==> config.mk <==
export PLATFORM = sky130hd
export DESIGN_NAME = irot_hamilton_lane
export DESIGN_NICKNAME = d
export VERILOG_FILES = /design/src/rtl/imu_relative_orientation_rotator_assert.svh /design/src/rtl/irot_pkg.sv /design/src/rtl/irot_hamilton_lane.sv
export SDC_FILE = /design/constraint.sdc
export NUM_CORES = 2
export LEC_CHECK = 0
export BUFFER_PORTS_ARGS = -buffer_cell sky130_fd_sc_hd__buf_4
export CAP_MARGIN = 5
export CORE_ASPECT_RATIO = 1.75
export CORE_MARGIN = 2
export CORE_UTILIZATION = 60
export CTS_BUF_LIST = sky130_fd_sc_hd__clkbuf_2
export CTS_CLUSTER_DIAMETER = 200
export DETAILED_ROUTE_END_ITERATION = 12
export GPL_TIMING_DRIVEN = 1
export PLACE_DENSITY_LB_ADDON = 0.08
export SETUP_SLACK_MARGIN = 0.02
export SYNTH_ARGS = -nofsm -noshare
export SYNTH_HDL_FRONTEND = slang
export SYNTH_SLANG_ARGS = --single-unit
==> constraint.sdc <==
create_clock -name clock -period 7.2 [get_ports clock]
set_input_delay 1.44 -clock clock [delete_from_list [all_inputs] [get_ports clock]]
set_output_delay 1.44 -clock clock [all_outputs]
set_load 0.02 [all_outputs]
==> src/rtl/imu_relative_orientation_rotator_assert.svh <==
// ----------------------------------------------------------------------------
// imu relative orientation rotator assertion macros
// Concurrent assertion shorthands, clocked on clock and disabled in reset.
// ----------------------------------------------------------------------------
`ifndef IMU_RELATIVE_ORIENTATION_ROTATOR_ASSERT_SVH
`define IMU_RELATIVE_ORIENTATION_ROTATOR_ASSERT_SVH

// same-cycle implication
`define IROT_ASSERT_IMPLY(name, ante, cons) \
   name: assert property (@(posedge clock) disable iff (reset) (ante) |-> (cons)) \
      else $error("irot assertion failed");

// next-cycle implication
`define IROT_ASSERT_NEXT(name, ante, cons) \
   name: assert property (@(posedge clock) disable iff (reset) (ante) |=> (cons)) \
      else $error("irot assertion failed");

`endif

==> src/rtl/irot_pkg.sv <==
// ----------------------------------------------------------------------------
// irot_pkg
// Shared widths, fixed-point constants and payload types of the rotator.
// ----------------------------------------------------------------------------
package irot_pkg;

   localparam int SAMPLE_WIDTH = 16;
   localparam int QUAT_WIDTH   = 16;

   // internal quaternion component, q1.14
   localparam int Q_W    = 16;
   localparam int QFRAC  = 14;
   localparam int PROD_W = 32;
   localparam int MAT_W  = 32;
   localparam int MFRAC  = 2 * QFRAC;

   typedef logic signed [Q_W-1:0] quat_type;

   localparam quat_type QONE  = Q_W'(16384);
   localparam quat_type QZERO = '0;

   typedef struct packed {
      logic signed [QUAT_WIDTH-1:0]   quat_w;
      logic signed [QUAT_WIDTH-1:0]   quat_x;
      logic signed [QUAT_WIDTH-1:0]   quat_y;
      logic signed [QUAT_WIDTH-1:0]   quat_z;
      logic signed [SAMPLE_WIDTH-1:0] gyro_x;
      logic signed [SAMPLE_WIDTH-1:0] gyro_y;
      logic signed [SAMPLE_WIDTH-1:0] gyro_z;
      logic signed [SAMPLE_WIDTH-1:0] accel_x;
      logic signed [SAMPLE_WIDTH-1:0] accel_y;
      logic signed [SAMPLE_WIDTH-1:0] accel_z;
   } req_payload_type;

   typedef struct packed {
      logic signed [QUAT_WIDTH-1:0]   rel_w;
      logic signed [QUAT_WIDTH-1:0]   rel_x;
      logic signed [QUAT_WIDTH-1:0]   rel_y;
      logic signed [QUAT_WIDTH-1:0]   rel_z;
      logic signed [SAMPLE_WIDTH-1:0] rot_gyro_x;
      logic signed [SAMPLE_WIDTH-1:0] rot_gyro_y;
      logic signed [SAMPLE_WIDTH-1:0] rot_gyro_z;
      logic signed [SAMPLE_WIDTH-1:0] rot_accel_x;
      logic signed [SAMPLE_WIDTH-1:0] rot_accel_y;
      logic signed [SAMPLE_WIDTH-1:0] rot_accel_z;
      logic                           is_reference;
   } rsp_payload_type;

   // clamp a raw quaternion component to [-1, +1] in q1.14
   function automatic quat_type clamp_quat(input logic signed [QUAT_WIDTH-1:0] raw);
      logic signed [QUAT_WIDTH+Q_W-1:0] ext;
      logic signed [QUAT_WIDTH+Q_W-1:0] hi;
      logic signed [QUAT_WIDTH+Q_W-1:0] lo;
      quat_type                         res;
      ext = {{Q_W{raw[QUAT_WIDTH-1]}}, raw};
      hi  = (QUAT_WIDTH+Q_W)'(16384);
      lo  = -hi;
      if (ext > hi) begin
         res = QONE;
      end else if (ext < lo) begin
         res = -QONE;
      end else begin
         res = ext[Q_W-1:0];
      end
      return res;
   endfunction

endpackage

==> src/rtl/irot_hamilton_lane.sv <==
// ----------------------------------------------------------------------------
// irot_hamilton_lane
// One component of the quaternion product: four registered products, then a
// sum rounded to q1.14 and clamped to [-1, +1].
// ----------------------------------------------------------------------------
module irot_hamilton_lane (
   input  logic               clock,
   input  logic               en,
   input  irot_pkg::quat_type a [4],
   input  irot_pkg::quat_type b [4],
   output irot_pkg::quat_type sum_q
);
   import irot_pkg::*;

   localparam int SUM_W = PROD_W + 2;
   localparam logic signed [SUM_W-1:0] HALF = SUM_W'(2 ** (QFRAC - 1));
   localparam logic signed [SUM_W-1:0] HI   = SUM_W'(16384);
   localparam logic signed [SUM_W-1:0] LO   = -HI;

   logic signed [PROD_W-1:0] prod_ff [4];
   logic signed [SUM_W-1:0]  acc;
   logic signed [SUM_W-1:0]  rnd;

   always_ff @(posedge clock) begin
      if (en) begin
         for (int k = 0; k < 4; k++) begin
            prod_ff[k] <= PROD_W'(a[k]) * PROD_W'(b[k]);
         end
      end
   end

   always_comb begin
      acc = SUM_W'(prod_ff[0]) + SUM_W'(prod_ff[1]) + SUM_W'(prod_ff[2])
            + SUM_W'(prod_ff[3]);
      rnd = (acc + HALF) >>> QFRAC;
      if (rnd > HI) begin
         sum_q = QONE;
      end else if (rnd < LO) begin
         sum_q = -QONE;
      end else begin
         sum_q = rnd[Q_W-1:0];
      end
   end

endmodule

Word-level counts from Yosys, hierarchy flattened:

Memory sizes are Yosys's and may differ from the RTL's.
Index checks and enable logic that the tools add are counted.

* input port bits: 130
* memories kept: 1
* memory bits (writable): 128
* memory bits (read-only): 0
* logic and storage cells: 15
* register bits: 0
* bits in latches: 0

* order comparisons: 2
* shift operators: 0
* reductions and logical operators: 0
* div/mod/pow operators: 0
* eq/ne operators: 0
* muxes and demuxes: 4
* add/subtract/negate cells: 4
* multiply operators: 4
* bitwise gates (word level): 0

Memories
* prod_ff: words 4, width 32, rd ports 4, clocked after Yosys merged registers in 0, wr ports 4, line irot_hamilton_lane.sv:20 `logic signed [PROD_W-1:0] prod_ff [4];`

Operator list (count)
* $mul 16x16->32: 4
* $add 33x32->34: 1
* $add 34x15->34 const B: 1
* $add 34x32->34: 1
* $add 32x32->33: 1
* $mux 16: 2
* $gt 20x16->1 const B: 1
* $lt 20x15->1 const B: 1
* $mux 1: 2

Longest topological paths before layout:

* depth in word-level cells: 7
* gate-level depth with buffers: 25
* depth with buffers taken out: 24

Worst setup path after synthesis:

OpenSTA, ideal clock, no wires.

* path type: input port to flip-flop
* start point: input b[55] (netlist bit)
* end point: memory prod_ff[0][29] (data pin)
* stages on the path: 23
* path slack: -0.366 ns
* data arrival time: 7.304 ns
* cells stage by stage: clkbuf_1 > nand2_1 > fa_1 > inv_1 > fa_1 > inv_1 > fa_1 > inv_1 > fa_1 > fa_1 > inv_1 > fa_1 > inv_1 > ha_1 > a21o_1 > a221o_1 > a31o_2 > o211ai_1 > a31oi_1 > o2111a_1 > a211oi_1 > o21bai_1 > xor2_1

RTL lines
* start, declared: line irot_hamilton_lane.sv:10 `input irot_pkg::quat_type b [4],`
* end, declared: line irot_hamilton_lane.sv:20

==> impl_metrics.toml <==
[synth]
ys_seq_area_share_pct = 8.27
ys.warnings.count = 0
avgSynthCellArea_um2 = 9.64
synth_seq_cells = 128
yosysUniqueCellTypes = 75
ys_async_sr_fraction_pct = 0
synth.top_cells.by_count = "inv_1 (1238), fa_1 (1112), nand2_1 (515)"
synth.area.top_cells = "fa_1 (48%), ha_1 (10%), inv_1 (10%)"
yosysMostFrequentCell = "inv_1"
synth.top_cell.area_share_pct = 47.9
yosysTopAreaCell = "fa_1"
syn-instance-count = 4823
synth_flop_cell = "edfxtp_1"
netlist_area_um2 = 46500
mappedNetlistNets = 6454
synth-edff-count = 128

[layout]
fin_util_pct = 67.7
multiInputGateArea_um2 = 38000
nets = 6876
top_register = "prod_ff"
largest_register_ffs = 128
seq_area_um2 = 3840
reg_top3 = "prod_ff x128"
syn_to_final_growth_pct = 12.2
drive_above_1_share_pct = 12.3
fillCellCount = 6354

[floorplan]
core_um2 = 77000
fp-row-count = 135
start_util_pct = 60.4
die_h_um = 372
fp.dieArea_um2 = 79800
die_w_um = 214
boundaryPins = 146

[clocking]
cts_tree = "done"
cts_max_level = 4
cts_buffers = 17
clock_sinks = 128
cts_buffer_depth = 2
cts.clk_slew.worst_paths_ns = 0.19
root_buffer = "clkbuf_2"

[worst_setup_path]
crit_path_start_kind = "flop"
crit_path_max_fanout = 8
worstPathArrival_ns = 5.74
worstPathRequired_ns = 5.76
path_class = "reg -> out"
setup.worst_path.end_class = "output port"

[timing]
hold_viol = 0
slew_viol_final = 0
layout_min_cycle_time_ns = 7.18
rsz0062_at_grt = "yes"
max_slew_margin_pct = 39.4
setup_tns_ns = 0
fmax_mhz = 139
fin_hold_ws_ns = 1.11
setup_viol = 0
period_share_pct = 99.7
worstMarginPinSlew_ns = 0.909

[global_route]
grt_antenna_before_repair = 1
grt_util_all_layers_pct = 30.3
grt-ovfl-total = 0
grt_max_degree = 69
grt_pass1_wl_um = 189000
grt_pass1_vias = 38100

[routing]
routed-via-count = 33500
final_antenna_net_count = 0
drtIter0Drc = 1485
wl_per_cell_um = 18.1
vias_per_cell = 5.34
dr.pass1.iters = 5
routed_wl_um = 114000
drc = 0

[placement]
hpwl_um = 101000
gp_congestion = 0.965
io_buffers = 145

[job]
cap_viol_max_count = 0

[status]
run_status = "finished, final reports clean"

[min_path]
min_path_type = "in -> reg"
==> metal layers <==
metal  share of wire (%)  track usage (%)
met2                  57             59.7
met1                  35             32.4
met4                 5.6             14.7
met3                 2.8             2.60
met5                   0                0
==> layout by cell type (no fill, tap or decap), drive strengths merged, types with 30 or more instances in the layout <==
cell type  synthesis  layout
inv             1238    1238
fa              1112    1112
buf                3     536
nand2            516     516
and2             511     511
ha               389     389
edfxtp           128     128
xnor2            117     117
nor2             110     110
a21oi             97      97
o21ai             55      55
a21o              54      54
nand2b            41      41
xor2              38      38
nand3             31      31
nor3              30      30
==> logic make-up after synthesis <==
| logic type | count (synthesis) | synth area share, % |
|---|---|---|
| compound gates | 348 | 5.02 |
| buf+inv | 1372 | 11.1 |
| mux | 6 | 0.135 |
| fa+ha+maj | 1501 | 58.3 |
| simple gates | 1313 | 14.2 |
| xor+xnor | 155 | 2.92 |
| flops | 128 | 8.27 |
==> final timing paths <==
check | end | start | cells past startpoint
setup / recovery | sum_q[2] | prod_ff[0][9]$_DFFE_PP_ | 17
hold / removal | prod_ff[0][0]$_DFFE_PP_ | a[48] | 2
==> cell type report <==
type / count / area share, %
multi-input combinational: 3323 / 72.8
inverter: 1239 / 8.92
timing repair buffer: 536 / 8.00
sequential: 128 / 7.37
tap: 1027 / 2.46
clock inverter: 13 / 0.271
clock buffer: 19 / 0.182
antenna: 1 / 0.00480
==> per-stage QoR <==
step                area, um^2  std cells  setup slack, ns
global route             52200       6286           -0.218
floorplan                46600       4823          -0.0226
global placement         51400       6239           -0.339
detailed placement       51400       6239           -0.464
CTS                      51900       6276           0.0221
finish                   52200       6286           0.0205
==> critical path, stage by stage, from the launching register on <==
cell	delay, ns
edfxtp_1	0.43
inv_1	0.10
fa_1	0.56
inv_1	0.06
fa_1	0.53
ha_4	0.22
ha_4	0.29
o21ai_1	0.09
a2111oi_4	0.35
o211a_1	0.23
nor2_2	0.06
o221ai_2	0.20
xnor2_2	0.13
or4_1	0.52
o41a_1	0.37
o22ai_4	0.33
nor3b_4	0.36
buf_4	0.21
==> repair_timing <==
item                       in CTS  in global routing
cloned                          0                  0
hold buffers                    0                  0
resized for setup              40                 34
pin swaps                       5                 13
setup buffers                   5                  9
setup endpoints to repair      14                 14
Power is not shown: default switching activity piles up to over one toggle a cycle in this logic, so the estimate is an artifact.
