### config.mk
export PLATFORM = sky130hd
export DESIGN_NAME = irot_rotate_lane
export DESIGN_NICKNAME = d
export VERILOG_FILES = /design/src/rtl/imu_relative_orientation_rotator_assert.svh /design/src/rtl/irot_pkg.sv /design/src/rtl/irot_rotate_lane.sv
export SDC_FILE = /design/constraint.sdc
export NUM_CORES = 2
export LEC_CHECK = 0
export ABC_AREA = 0
export BUFFER_PORTS_ARGS = -buffer_cell sky130_fd_sc_hd__buf_2
export CORE_MARGIN = 2
export CORE_UTILIZATION = 35
export DETAILED_ROUTE_END_ITERATION = 10
export PLACE_DENSITY_LB_ADDON = 0.25
export SKIP_CTS_REPAIR_TIMING = 1
export SLEW_MARGIN = 20
export SYNTH_ARGS = -nofsm -noshare
export SYNTH_HDL_FRONTEND = slang
export SYNTH_SLANG_ARGS = --single-unit
### constraint.sdc
create_clock -name clock -period 9.9 [get_ports clock]
set_clock_uncertainty 0.15 [all_clocks]
set_input_delay 1.485 -clock clock [delete_from_list [all_inputs] [get_ports clock]]
set_output_delay 1.485 -clock clock [all_outputs]
set_load 0.02 [all_outputs]
### src/rtl/imu_relative_orientation_rotator_assert.svh
// ----------------------------------------------------------------------------
// imu relative orientation rotator assertion macros
// Concurrent assertion shorthands, clocked on clock and disabled in reset.
// ----------------------------------------------------------------------------
`ifndef IMU_RELATIVE_ORIENTATION_ROTATOR_ASSERT_SVH
`define IMU_RELATIVE_ORIENTATION_ROTATOR_ASSERT_SVH

// same-cycle implication
`define IROT_ASSERT_IMPLY(name, ante, cons) \
   name: assert property (@(posedge clock) disable iff (reset) (ante) |-> (cons)) \
      else $error("irot assertion failed");

// next-cycle implication
`define IROT_ASSERT_NEXT(name, ante, cons) \
   name: assert property (@(posedge clock) disable iff (reset) (ante) |=> (cons)) \
      else $error("irot assertion failed");

`endif

### src/rtl/irot_pkg.sv
// ----------------------------------------------------------------------------
// irot_pkg
// Shared widths, fixed-point constants and payload types of the rotator.
// ----------------------------------------------------------------------------
package irot_pkg;

   localparam int SAMPLE_WIDTH = 16;
   localparam int QUAT_WIDTH   = 16;

   // internal quaternion component, q1.14
   localparam int Q_W    = 16;
   localparam int QFRAC  = 14;
   localparam int PROD_W = 32;
   localparam int MAT_W  = 32;
   localparam int MFRAC  = 2 * QFRAC;

   typedef logic signed [Q_W-1:0] quat_type;

   localparam quat_type QONE  = Q_W'(16384);
   localparam quat_type QZERO = '0;

   typedef struct packed {
      logic signed [QUAT_WIDTH-1:0]   quat_w;
      logic signed [QUAT_WIDTH-1:0]   quat_x;
      logic signed [QUAT_WIDTH-1:0]   quat_y;
      logic signed [QUAT_WIDTH-1:0]   quat_z;
      logic signed [SAMPLE_WIDTH-1:0] gyro_x;
      logic signed [SAMPLE_WIDTH-1:0] gyro_y;
      logic signed [SAMPLE_WIDTH-1:0] gyro_z;
      logic signed [SAMPLE_WIDTH-1:0] accel_x;
      logic signed [SAMPLE_WIDTH-1:0] accel_y;
      logic signed [SAMPLE_WIDTH-1:0] accel_z;
   } req_payload_type;

   typedef struct packed {
      logic signed [QUAT_WIDTH-1:0]   rel_w;
      logic signed [QUAT_WIDTH-1:0]   rel_x;
      logic signed [QUAT_WIDTH-1:0]   rel_y;
      logic signed [QUAT_WIDTH-1:0]   rel_z;
      logic signed [SAMPLE_WIDTH-1:0] rot_gyro_x;
      logic signed [SAMPLE_WIDTH-1:0] rot_gyro_y;
      logic signed [SAMPLE_WIDTH-1:0] rot_gyro_z;
      logic signed [SAMPLE_WIDTH-1:0] rot_accel_x;
      logic signed [SAMPLE_WIDTH-1:0] rot_accel_y;
      logic signed [SAMPLE_WIDTH-1:0] rot_accel_z;
      logic                           is_reference;
   } rsp_payload_type;

   // clamp a raw quaternion component to [-1, +1] in q1.14
   function automatic quat_type clamp_quat(input logic signed [QUAT_WIDTH-1:0] raw);
      logic signed [QUAT_WIDTH+Q_W-1:0] ext;
      logic signed [QUAT_WIDTH+Q_W-1:0] hi;
      logic signed [QUAT_WIDTH+Q_W-1:0] lo;
      quat_type                         res;
      ext = {{Q_W{raw[QUAT_WIDTH-1]}}, raw};
      hi  = (QUAT_WIDTH+Q_W)'(16384);
      lo  = -hi;
      if (ext > hi) begin
         res = QONE;
      end else if (ext < lo) begin
         res = -QONE;
      end else begin
         res = ext[Q_W-1:0];
      end
      return res;
   endfunction

endpackage

### src/rtl/irot_rotate_lane.sv
// ----------------------------------------------------------------------------
// irot_rotate_lane
// One rotated vector component: a matrix row times a vector, three registered
// products, then a sum rounded out of q.28 and saturated to the sample range.
// ----------------------------------------------------------------------------
module irot_rotate_lane (
   input  logic                                      clock,
   input  logic                                      en,
   input  logic signed [irot_pkg::MAT_W-1:0]         m_row [3],
   input  logic signed [irot_pkg::SAMPLE_WIDTH-1:0]  vec [3],
   output logic signed [irot_pkg::SAMPLE_WIDTH-1:0]  rot
);
   import irot_pkg::*;

   localparam int RP_W  = MAT_W + SAMPLE_WIDTH;
   localparam int ACC_W = RP_W + 2;
   localparam logic signed [ACC_W-1:0] HALF = ACC_W'(2 ** (MFRAC - 1));
   localparam logic signed [ACC_W-1:0] SMAX =
      {{(ACC_W-SAMPLE_WIDTH+1){1'b0}}, {(SAMPLE_WIDTH-1){1'b1}}};
   localparam logic signed [ACC_W-1:0] SMIN =
      {{(ACC_W-SAMPLE_WIDTH+1){1'b1}}, {(SAMPLE_WIDTH-1){1'b0}}};

   logic signed [RP_W-1:0]  prod_ff [3];
   logic signed [ACC_W-1:0] acc;
   logic signed [ACC_W-1:0] rnd;

   always_ff @(posedge clock) begin
      if (en) begin
         for (int c = 0; c < 3; c++) begin
            prod_ff[c] <= RP_W'(m_row[c]) * RP_W'(vec[c]);
         end
      end
   end

   always_comb begin
      acc = ACC_W'(prod_ff[0]) + ACC_W'(prod_ff[1]) + ACC_W'(prod_ff[2]);
      rnd = (acc + HALF) >>> MFRAC;
      if (rnd > SMAX) begin
         rot = SMAX[SAMPLE_WIDTH-1:0];
      end else if (rnd < SMIN) begin
         rot = SMIN[SAMPLE_WIDTH-1:0];
      end else begin
         rot = rnd[SAMPLE_WIDTH-1:0];
      end
   end

endmodule

* After elaboration in Yosys (flattened, before gate mapping)
Memories as Yosys holds them, arrays and structs flattened.
Index checks and enable logic that the tools add are counted.
** Word-level totals
- Flip-flop bits (word level) :: 0
- Latch bits :: 0
- Bits in writable memories :: 144
- Memory bits (read-only) :: 0
- Input bits :: 146
- Output and inout port bits :: 16
- Word-level logic and storage cells :: 13
- Memories kept :: 1
** Cells by class
- Add/subtract/negate cells :: 3
- Multipliers :: 3
- Divide/modulo/power cells :: 0
- Magnitude comparators :: 2
- Equal/unequal tests :: 0
- Shift-type cells :: 0
- Multiplexer cells :: 4
- Bitwise operators :: 0
- Reductions and logical operators :: 0
** Memories
- prod_ff :: words 3, width 48, read ports 3, clocked after Yosys merged registers in 0, wr ports 3, RTL line irot_rotate_lane.sv:23 : logic signed [RP_W-1:0] prod_ff [3];
** Operators by type and width (count)
- $mul 32x16->48 :: 3
- $add 49x48->50 :: 1
- $add 50x29->50 const B :: 1
- $add 48x48->49 :: 1
- $mux 16 :: 2
- $gt 22x16->1 const B :: 1
- $lt 22x16->1 const B :: 1
- $mux 1 :: 2

* Longest topological paths before layout
- Depth after elaboration :: 6
- Mapped depth :: 27
- Depth with buffers taken out :: 25

* Least setup slack after synthesis
OpenSTA, ideal clock, no wires.
- Path kind :: input port to flip-flop
- Start :: input m_row[19] (netlist bit)
- End :: memory prod_ff[0][143] (netlist bit), data pin
- Library setup time :: 0.260 ns
- Arrival time :: 7.367 ns
- Required time :: 9.490 ns
- Path slack :: 2.123 ns
- Stages :: 23
- Path buffers :: 1
- Path through :: clkbuf_1 nand2_1 fa_1 fa_1 fa_1 inv_1 fa_1 fa_1 inv_1 fa_1 inv_1 ha_1 a21o_1 a21o_1 a21o_1 a2111oi_0 o22a_1 o41ai_1 a221oi_2 o21ai_1 a221oi_1 o21bai_1 xnor2_1
** RTL lines
- start: declaration :: RTL line irot_rotate_lane.sv:9 : input logic signed [irot_pkg::MAT_W-1:0] m_row [3],
- end: declaration :: RTL line irot_rotate_lane.sv:23

==> results.cfg <==
[outcome]
outcome = complete, no violations

[floorplan]
die_w_um = 421.5
dieArea_um2 = 177700
start_util_pct = 35.14
die_h_um = 421.5
core_area_um2 = 173600
io_pins = 162
num_rows = 153

[clocking]
h-tree-depth = 4
cts-root-buf = clkbuf_16
cts_buffer_depth = 2
cts_sinks = 144
cts_buffers = 17
path_clk_slew_ps = 70
cts_tree = built

[logic_synthesis]
avgSynthCellArea_um2 = 9.293
async_flop_share_pct = 0
synth_seq_area_share_pct = 7.086
ys.flop_type = edfxtp_1
syn_nets = 8653
synth-edff-count = 144
ys_ff_latch = 144
synth_cells = 6566
ys_top_cells_by_area = fa_1, inv_1, ha_1, edfxtp_1, and2_1
synth_area_um2 = 61020
yosys.area.top_type_share_pct = 49.37
synth_cell_types = 78
yosys_warnings = 0
synth_top_area_cell = fa_1

[min_path]
hold_path_class = input port to flop
min_delay_path_depth = 1

[timing]
fin_crit_ps = 8433
max_clock_freq_ghz = 0.1186
setup_tns_ps = 0
hold_viol = 0
setup_viol = 0
tightestPinTransition_ps = 886.4
min_period_over_period_pct = 85.18
rsz0062_at_grt = false
maxSlewHeadroom_pct = 40.90
slew_viol_final = 0

[route]
drt_pass1_iterations = 5
drc_errors = 0
routed_wl_mm = 165.4
drtIter0Drc = 2634
dr_total_vias = 42659
ant_nets = 0
viasPerCell = 4.820
drt-wirelength-per-cell_um = 18.69

[placed_design]
port_buffers = 161
hpwl_mm = 133.0
gp_congestion = 0.8579
dp_cells = 8816

[grt]
track_usage_pct = 19.31
grt_max_degree = 77
grt_pass1_wl_mm = 270.2
grt_pass1_vias = 47693
antenna_found_initial = 2
overflow = 0

[critical_path]
cp.required_ps = 9940
crit_chain = buf_2, buf_4, nand2_1, fa_1, inv_1, fa_1, fa_1, fa_1, fa_1, inv_1, fa_1, inv_1, ha_1, nand3_1, nor4_1, o21ai_0, a211oi_1, nor2_1, o21ai_0, a2111o_1, a21oi_1, xnor2_1
start_kind = input port
crit_top_cell = fa_1
crit_slowest_cell = fa_1
worstPathArrival_ps = 8480
end_kind = flop
crit_type = input port to flop
crit_path_max_incr_delay_ps = 630
crit_fanout = 17

[cells_and_area]
regMostFlops = prod_ff
num-fill-cells = 17723
drive_gt1_share_pct = 3.756
finalNonFillerCells = 8850
syn_to_final_growth_pct = 5.710
multi_input_area_um2 = 49380
fin_nets = 8597
top_regs = prod_ff (144)
largest_reg_flops = 144
seq_area_um2 = 4324

[run]
cap_violations = 0
layer usage:
metal  global-route usage [%]  share of wire, %  vias to the layer above
met4                    3.686               1.9                        2
li1                         -                 -                    19095
met1                    26.59                44                    22279
met3                    2.360               5.4                      145
met5                        0            0.0067                        -
met2                    32.79                49                     1138
cell families (layout without fill, tap and decap cells):
logic type	count (synthesis)	in the layout	share of synthesized area [%]
xor gates and xnor gates	177	177	2.541
buffers and inverters	1946	1903	12.00
AOI/OAI and AO/OA	513	513	5.512
other	0	2	0
adders and majority gates	1941	1941	58.31
and+or+nand+nor	1844	1844	14.54
muxes	1	1	0.01640
DFF	144	144	7.086
metrics by stage:
step	setup WS, ps	cell area, µm²	hold WS [ps]	util, %
final	1467	64510	1470	37.15
after CTS	1473	64500	1480	37.15
after floorplan	2123	61020	1448	-
after global placement	1064	63910	1934	36.81
after detailed placement	1044	63910	1942	36.81
after global routing	1030	64500	1483	37.15
placed cells by master (no fill, tap or decap), types with 13 or more instances in the layout:
cell       netlist  final
a31oi_1         14     14
o21bai_1        29     29
a21oi_1        170    170
a21o_1          97     97
nor3_1          20     20
nor2_1         150    150
clkbuf_16        0     17
o21ai_0         83     83
ha_1           436    436
inv_1         1690   1690
xnor2_1        120    120
and3_1          13     13
nor2b_1         17     17
a211oi_1        16     16
nand4_1         25     25
xor2_1          57     57
nand3_1         27     27
buf_2            0    160
and2_1         627    627
nand2_1        910    910
edfxtp_1       144    144
fa_1          1505   1505
nand2b_1        32     32
buf_4            0     17
o21a_1          14     14
critical path, delay by kind of cell:
family,cells,cell delay (ps)
AOI/OAI and AO/OA,5,1540
adders and majority gates,7,3500
and+or+nand+nor,4,920
buffers and inverters,5,870
xor gates and xnor gates,1,130
synthesized netlist by cell type (4+ instances only):
master / number
o21ai_0: 83
ha_1: 436
o31a_1: 4
a31oi_1: 14
nor4_1: 6
a2111oi_0: 5
nor2_1: 150
xor2_1: 57
nor2b_1: 17
o31ai_1: 10
and3_1: 13
o21bai_1: 29
nand4_1: 25
o21ai_1: 6
a211oi_1: 16
inv_1: 1690
o21ai_2: 10
o211ai_1: 6
nand2b_1: 32
fa_1: 1505
nand2_1: 910
a21oi_1: 170
o21a_1: 14
a221oi_1: 4
clkbuf_1: 246
and2_1: 627
xnor2_1: 120
a21o_1: 97
buf_1: 5
edfxtp_1: 144
nor3_1: 20
a211o_1: 4
nand3_1: 27
and4_1: 4
layout make-up:
class / count / area share, %
Timing Repair Buffer: 178 / 1.457
Clock inverter: 15 / 0.2638
Inverter: 1693 / 9.852
Multi-Input combinational cell: 4476 / 76.55
Sequential cell: 144 / 6.704
Clock buffer: 17 / 0.6595
Tap cell: 2325 / 4.510
Antenna cell: 2 / 0.007759
final timing paths:
path / from / to / slack, ps
min: en / prod_ff[0][82] / 1470
max: vec[23] / prod_ff[0][94] / 1470
Power is not shown: default switching activity piles up to over one toggle a cycle in this logic, so the estimate is an artifact.
